===== config.mk =====
export PLATFORM = sky130hd
export DESIGN_NAME = hps_div
export DESIGN_NICKNAME = d
export VERILOG_FILES = /design/src/design/hps_pkg.sv /design/src/design/hps_div.sv
export SDC_FILE = /design/constraint.sdc
export NUM_CORES = 1
export LEC_CHECK = 0
export ABC_AREA = 1
export ABC_CLOCK_PERIOD_IN_PS = 2100
export BUFFER_PORTS_ARGS = -buffer_cell sky130_fd_sc_hd__clkbuf_2
export CAP_MARGIN = 20
export CORE_ASPECT_RATIO = 1.25
export CORE_MARGIN = 2
export CORE_UTILIZATION = 25
export DETAILED_ROUTE_END_ITERATION = 10
export PLACE_DENSITY = 0.52
export SLEW_MARGIN = 30
export SYNTH_ARGS = -nofsm -noshare
export SYNTH_HDL_FRONTEND = slang
export SYNTH_SLANG_ARGS = --single-unit

===== constraint.sdc =====
create_clock -name clk -period 2.1 [get_ports clk]
set_input_delay 0.42 -clock clk [delete_from_list [all_inputs] [get_ports clk]]
set_output_delay 0.42 -clock clk [all_outputs]
set_load 0.02 [all_outputs]

===== src/design/hps_pkg.sv =====
`timescale 1ns / 1ps
`default_nettype none
// ----------------------------------------------------------------------------
// hps_pkg
// Shared widths, constants, types and point tables of the hexagonal patch
// colour sampler.
// ----------------------------------------------------------------------------
package hps_pkg;

  localparam int CHANS   = 3;
  localparam int PIX_W   = 8;
  localparam int CNT_W   = 8;                 // holds (2r+1)^2 up to 225
  localparam int SUM_W   = CNT_W + PIX_W;     // window sum of one channel
  localparam int COORD_W = 14;                // signed, covers frames to 4096
  localparam int WIN_W   = 4;                 // window step counter, 0..14
  localparam int DY_W    = 21;                // sqrt(3)/2 in Q16 times radius

  localparam int DEF_FRAME_WIDTH   = 256;
  localparam int DEF_FRAME_HEIGHT  = 256;
  localparam int MAX_WINDOW_RADIUS = 7;
  localparam int LAST_POINT        = 6;

  localparam logic [15:0] HALF_SQRT3_Q16 = 16'd56756;
  localparam logic [15:0] Q16_FRAC_MASK  = 16'hFFFF;

  // Configuration register indexes.
  localparam logic [1:0] REG_SQUARE_WIDTH  = 2'd0;
  localparam logic [1:0] REG_SQUARE_HEIGHT = 2'd1;
  localparam logic [1:0] REG_SAMPLE_RADIUS = 2'd2;
  localparam logic [1:0] REG_WINDOW_RADIUS = 2'd3;

  typedef logic [CHANS-1:0][SUM_W-1:0] chan_sum_t;
  typedef logic [CHANS-1:0][PIX_W-1:0] chan_pix_t;

  typedef struct packed {
    logic load;
    logic step;
  } div_ctl_t;

  // Horizontal offset of each point in half steps of the sample radius.
  function automatic logic signed [2:0] point_x_half(input logic [2:0] k);
    logic signed [2:0] h;
    case (k)
      3'd1:    h = 3'sd1;
      3'd2:    h = -3'sd1;
      3'd3:    h = -3'sd2;
      3'd4:    h = -3'sd1;
      3'd5:    h = 3'sd1;
      3'd6:    h = 3'sd2;
      default: h = 3'sd0;
    endcase
    return h;
  endfunction

  // Sign of the vertical offset of each point; exactly zero on the axis.
  function automatic logic signed [1:0] point_y_sign(input logic [2:0] k);
    logic signed [1:0] s;
    case (k)
      3'd1, 3'd2: s = 2'sd1;
      3'd4, 3'd5: s = -2'sd1;
      default:    s = 2'sd0;
    endcase
    return s;
  endfunction

endpackage
`default_nettype wire


===== src/design/hps_div.sv =====
`timescale 1ns / 1ps
`default_nettype none
// ----------------------------------------------------------------------------
// hps_div
// Restoring divider, one quotient bit per step, three channel lanes sharing
// one divisor. The quotient is known to fit in one pixel.
// ----------------------------------------------------------------------------
module hps_div (
  input  wire                              clk,
  input  wire  hps_pkg::div_ctl_t          ctl,
  input  wire  [hps_pkg::CNT_W-1:0]        divisor,
  input  wire  hps_pkg::chan_sum_t         dividend,
  output hps_pkg::chan_pix_t               quotient
);
  import hps_pkg::*;

  logic [CHANS-1:0][CNT_W-1:0] rem_r, rem_nxt;
  chan_pix_t                   quo_r, quo_nxt;

  // The upper half of the dividend is below the divisor, so the quotient
  // needs only as many steps as a pixel has bits.
  always_comb begin
    logic [CNT_W:0] trial;
    logic           fits;
    rem_nxt = rem_r;
    quo_nxt = quo_r;
    for (int c = 0; c < CHANS; c++) begin
      trial = {rem_r[c], quo_r[c][PIX_W-1]};
      fits  = trial >= {1'b0, divisor};
      if (ctl.load) begin
        rem_nxt[c] = dividend[c][SUM_W-1:PIX_W];
        quo_nxt[c] = dividend[c][PIX_W-1:0];
      end else if (ctl.step) begin
        rem_nxt[c] = fits ? CNT_W'(trial - {1'b0, divisor}) : trial[CNT_W-1:0];
        quo_nxt[c] = {quo_r[c][PIX_W-2:0], fits};
      end
    end
  end

  always_ff @(posedge clk) begin
    rem_r <= rem_nxt;
    quo_r <= quo_nxt;
  end

  assign quotient = quo_r;

endmodule
`default_nettype wire


### Word level (Yosys, flattened, before mapping)

Index checks and enable logic that the tools add are counted.
W data, S select, Z words.

| cells by class | value |
|---|---|
| $mul | 0 |
| $lt $le $gt $ge | 3 |
| eq/ne operators | 0 |
| muxes and demuxes | 15 |
| add/subtract/negate cells | 3 |
| div/mod/pow operators | 0 |
| bitwise logic cells | 0 |
| reductions and logical operators | 1 |
| shift operators | 0 |

Operator list:

| kind | number |
|---|---|
| $mux W8 | 15 |
| $ge A9 B8 Y1 | 3 |
| $sub A8 B8 Y8 | 3 |
| $reduce_bool A2 Y1 | 1 |

| word-level totals | value |
|---|---|
| memories kept | 0 |
| register bits after elaboration | 48 |
| bits of input ports | 59 |
| bits in latches | 0 |
| logic and storage cells | 28 |
| memory bits (writable) | 0 |
| ROM bits | 0 |

### Depth between registers and ports, before layout

| logic depth | value |
|---|---|
| depth in word-level cells | 4 |
| mapped depth | 12 |
| mapped depth without buffers | 12 |

### Worst setup path before layout

No wires, ideal clock.

| timing | value |
|---|---|
| kind | register to register |
| start | register quo_r, in the netlist quotient[7] |
| end | register rem_r[6] (netlist name), data pin |
| library setup time | 0.253 ns |
| stages on the path, launching flop included | 12 |
| setup slack | 0.283 ns |
| data arrival time | 1.564 ns |
| required time | 1.847 ns |
| path through | edfxtp_1 > inv_1 > ha_1 > fa_1 > inv_1 > nand3_1 > nand3_1 > nand2_1 > nand2_1 > nand2_1 > nand3_1 > nand2_1 |

RTL lines:

| element | line | source |
|---|---|---|
| start, declared | hps_div.sv:18 | `chan_pix_t quo_r, quo_nxt;` |
| start signal, assigned | hps_div.sv:42 | `quo_r <= quo_nxt;` |
| end signal, assigned | hps_div.sv:41 | `rem_r <= rem_nxt;` |
| end, declared | hps_div.sv:17 | `logic [CHANS-1:0][CNT_W-1:0] rem_r, rem_nxt;` |

==> run_results.csv <==
group,metric,value,unit
clock_network,cts_resized,0,
worst_setup_path,timing.rr.start,"quotient[15]$_DFFE_PP_",
worst_setup_path,worst_setup_path_end_kind,"flip-flop",
worst_setup_path,reg2reg_to,"rem_r[14]$_DFFE_PP_",
global_route,grt-ovfl-total,0,
sta,setup_violations,0,
global_route,grt_max_degree,30,
route,detail_route.first_pass.iterations,4,
min_path,worstHoldEndpoint,"quotient[2]$_DFFE_PP_",
global_route,grt.total_usage,12.9,%
sta,period_share,94.8,%
final_layout,final_util,32.0,%
worst_setup_path,path_common_cell,"nand2_1",
sta,clock_skew,0.00836,ns
yosys,yosysWarnings,0,
yosys,synth.net_count,566,
worst_setup_path,path_cells,"inv_1 > ha_1 > fa_1 > inv_1 > nand3_1 > nand3_1 > nand2_1 > nand2_1 > nand2_1 > nand3_1 > nand2_1",
place,hpwl,7770,um
yosys,ys_ff_latch,48,
final_layout,syn2layout_area_growth,25.6,%
sta,maxSlewHeadroom,78.5,%
clock_network,cts_buffers,5,
die,floorplan.initialDensity,25.5,%
power,powerDensity,860,nW/um2
yosys,syn-cell-area,3660,um2
die,chipWidth,112,um
sta,period_needed,1.99,ns
route,vias,3363,
sta,finalMaxSlewViolations,0,
power,power,3.95,mW
sta,tightest_slew,0.323,ns
clock_network,postCtsSetupBuffers,0,
worst_setup_path,cp-startpoint,"quotient[15]$_DFFE_PP_",
global_route,grt_pass1_wl,16300,um
clock_network,tritoncts,"yes",
place,place_congestion,0.881,
yosys,ys_seq_area_share,39.4,%
final_layout,fillCellCount,1583,
yosys,syn_area_per_cell,7.62,um2
yosys,synth_cells,480,
job,drv_cap,0,
yosys,synth.distinct_cells,28,
route,drt_iter0_drc,155,
final_layout,drive_gt1_share,22.9,%
sta,hold_violations,0,
clock_network,cts.sinks,48,
die,io_pins,83,
route,wire_per_inst,13.0,um
min_path,hold_start,"dividend[2]",
global_route,grt_pass1_vias,3409,
route,routed_wl,9870,um
final_layout,nNetsFinal,665,
worst_setup_path,required,2.16,ns
clock_network,clk-insertion-delay-late,0.30,ns
outcome,outcome,"finished, final reports clean",
clock_network,cts_root_buffer,"clkbuf_16",
route,ant_nets,0,
clock_network,cts_hold_buf,0,
worst_setup_path,startpoint_type,"flip-flop",
die,die-area,15600,um2
min_path,min_path_type,"in2reg",
clock_network,cts_max_level,2,
power,vdd_drop_max,0.378,mV
worst_setup_path,cpMaxStageDelayCell,"edfxtp_1",
power,cellLeakagePower,2.41,nW
clock_network,cts.path.max_buffers,2,
final_layout,n_antenna_cell,0,
die,fp.coreArea,14300,um2
sta,fmax,502,MHz
global_route,antenna_found_initial,0,
worst_setup_path,rrSetupSlack,0.11,ns
clock_network,clk_pin_slew_worst_paths,0.08,ns
route,viasPerCell,4.44,
route,drc,0,
worst_setup_path,worstPathMaxFanout,2,
worst_setup_path,reg2reg_depth,11,
sta,rsz0062_at_grt,"false",
die,die_height,139,um
die,core.rowCount,49,
place,port_buffers,82,
worst_setup_path,max_stage_delay,0.43,ns
worst_setup_path,critPathKind,"reg2reg",
min_path,whs_path_depth,3,
worst_setup_path,arrival,2.05,ns
-- registers in the layout, indices dropped and copies added, names as in the netlist --
| name | cells |
|---|---|
| rem_r | 24 |
| quotient | 24 |
-- cell type report --
type	count	area [um2]	area share (%)
clock buffer	5	125	2.72
clock inverter	3	26.3	0.572
inverter	52	195	4.25
multi-input combinational	370	1970	43.0
sequential	48	1440	31.4
tap	178	223	4.85
timing repair buffer	102	611	13.3
-- cell usage after synthesis --
| library cell | count | area [um2] |
|---|---|---|
| nand3_1 | 43 | 215 |
| buf_6 | 1 | 11.3 |
| nand2_2 | 5 | 31.3 |
| nand2_8 | 1 | 20.0 |
| buf_2 | 3 | 15.0 |
| nor3_2 | 1 | 10.0 |
| nor2_1 | 16 | 60.1 |
| a31oi_1 | 2 | 12.5 |
| or2_4 | 2 | 17.5 |
| xnor2_1 | 1 | 8.76 |
| or2_2 | 1 | 6.26 |
| edfxtp_1 | 48 | 1440 |
| nand2_4 | 4 | 45.0 |
| a21oi_1 | 11 | 55.1 |
| ha_1 | 24 | 300 |
| nand4_1 | 4 | 25.0 |
| buf_1 | 3 | 11.3 |
| nand2_1 | 215 | 807 |
| fa_1 | 3 | 60.1 |
| inv_1 | 50 | 188 |
| nand3_2 | 3 | 30.0 |
| nor2_2 | 1 | 6.26 |
| nor2_4 | 3 | 33.8 |
| inv_2 | 2 | 7.51 |
| nor3_1 | 2 | 10.0 |
| clkbuf_1 | 3 | 11.3 |
| xor2_1 | 8 | 70.1 |
| nand3b_1 | 20 | 150 |
-- how the worst max path moves through the flow --
stage / end / slack (ns) / depth (start not counted)
after CTS: rem_r[14]$_DFFE_PP_ / 0.11 / 11
after detailed placement: rem_r[15]$_DFFE_PP_ / -0.13 / 13
after global placement: rem_r[15]$_DFFE_PP_ / -0.11 / 13
after floorplan: rem_r[6]$_DFFE_PP_ / 0.28 / 11
final: rem_r[14]$_DFFE_PP_ / 0.11 / 11
after global routing: rem_r[14]$_DFFE_PP_ / 0.01 / 11
-- critical path: cells and delay by family, from the launching register on --
kind,cells,cell delay (ns)
buffers and inverters,2,0.18
and+or+nand+nor,7,0.50
adders and majority gates,2,0.64
DFF,1,0.43
-- through the flow --
step                setup WS, ns  instances  setup TNS [ns]  hold WS, ns  cell area (um2)
finish                     0.109        758               0        0.384             4600
global route              0.0139        758               0        0.386             4600
CTS                        0.109        758               0        0.371             4600
detailed placement        -0.131        750           -1.17        0.529             4440
global placement          -0.113        750          -0.646        0.522             4440
floorplan                  0.283        480               0        0.602             3660
-- layout by cell type (no fill, tap or decap), drive strengths merged --
cell      n
nand3b   20
nand2   225
nand4     4
buf      20
nor3      3
or2       3
xor2      8
inv      54
nand3    46
xnor2     1
nor2     20
fa        3
a21oi    11
clkbuf   87
clkinv    1
edfxtp   48
ha       24
a31oi     2
-- where the power goes --
part | switching, mW | internal (mW)
registers | 0.0969 | 1.27
logic | 1.02 | 0.705
clock network | 0.414 | 0.454
-- metal layers --
layer	GRT usage, %	vias up	part of all wire, %
li1	-	1757	-
met1	15.3	1525	43
met2	23.0	72	49
met3	2.44	9	5.3
met4	5.13	0	2.0
met5	0	-	0
-- logic make-up after synthesis --
family	count (synthesis)	share of synthesized area (%)
AO/OA/AOI/OAI	13	1.85
XOR/XNOR	9	2.15
adder cells (fa/ha/maj)	27	9.85
buffers and inverters	62	6.67
flip-flops	48	39.4
AND/OR/NAND/NOR	321	40.1
Power figures use the tool's default switching activity.
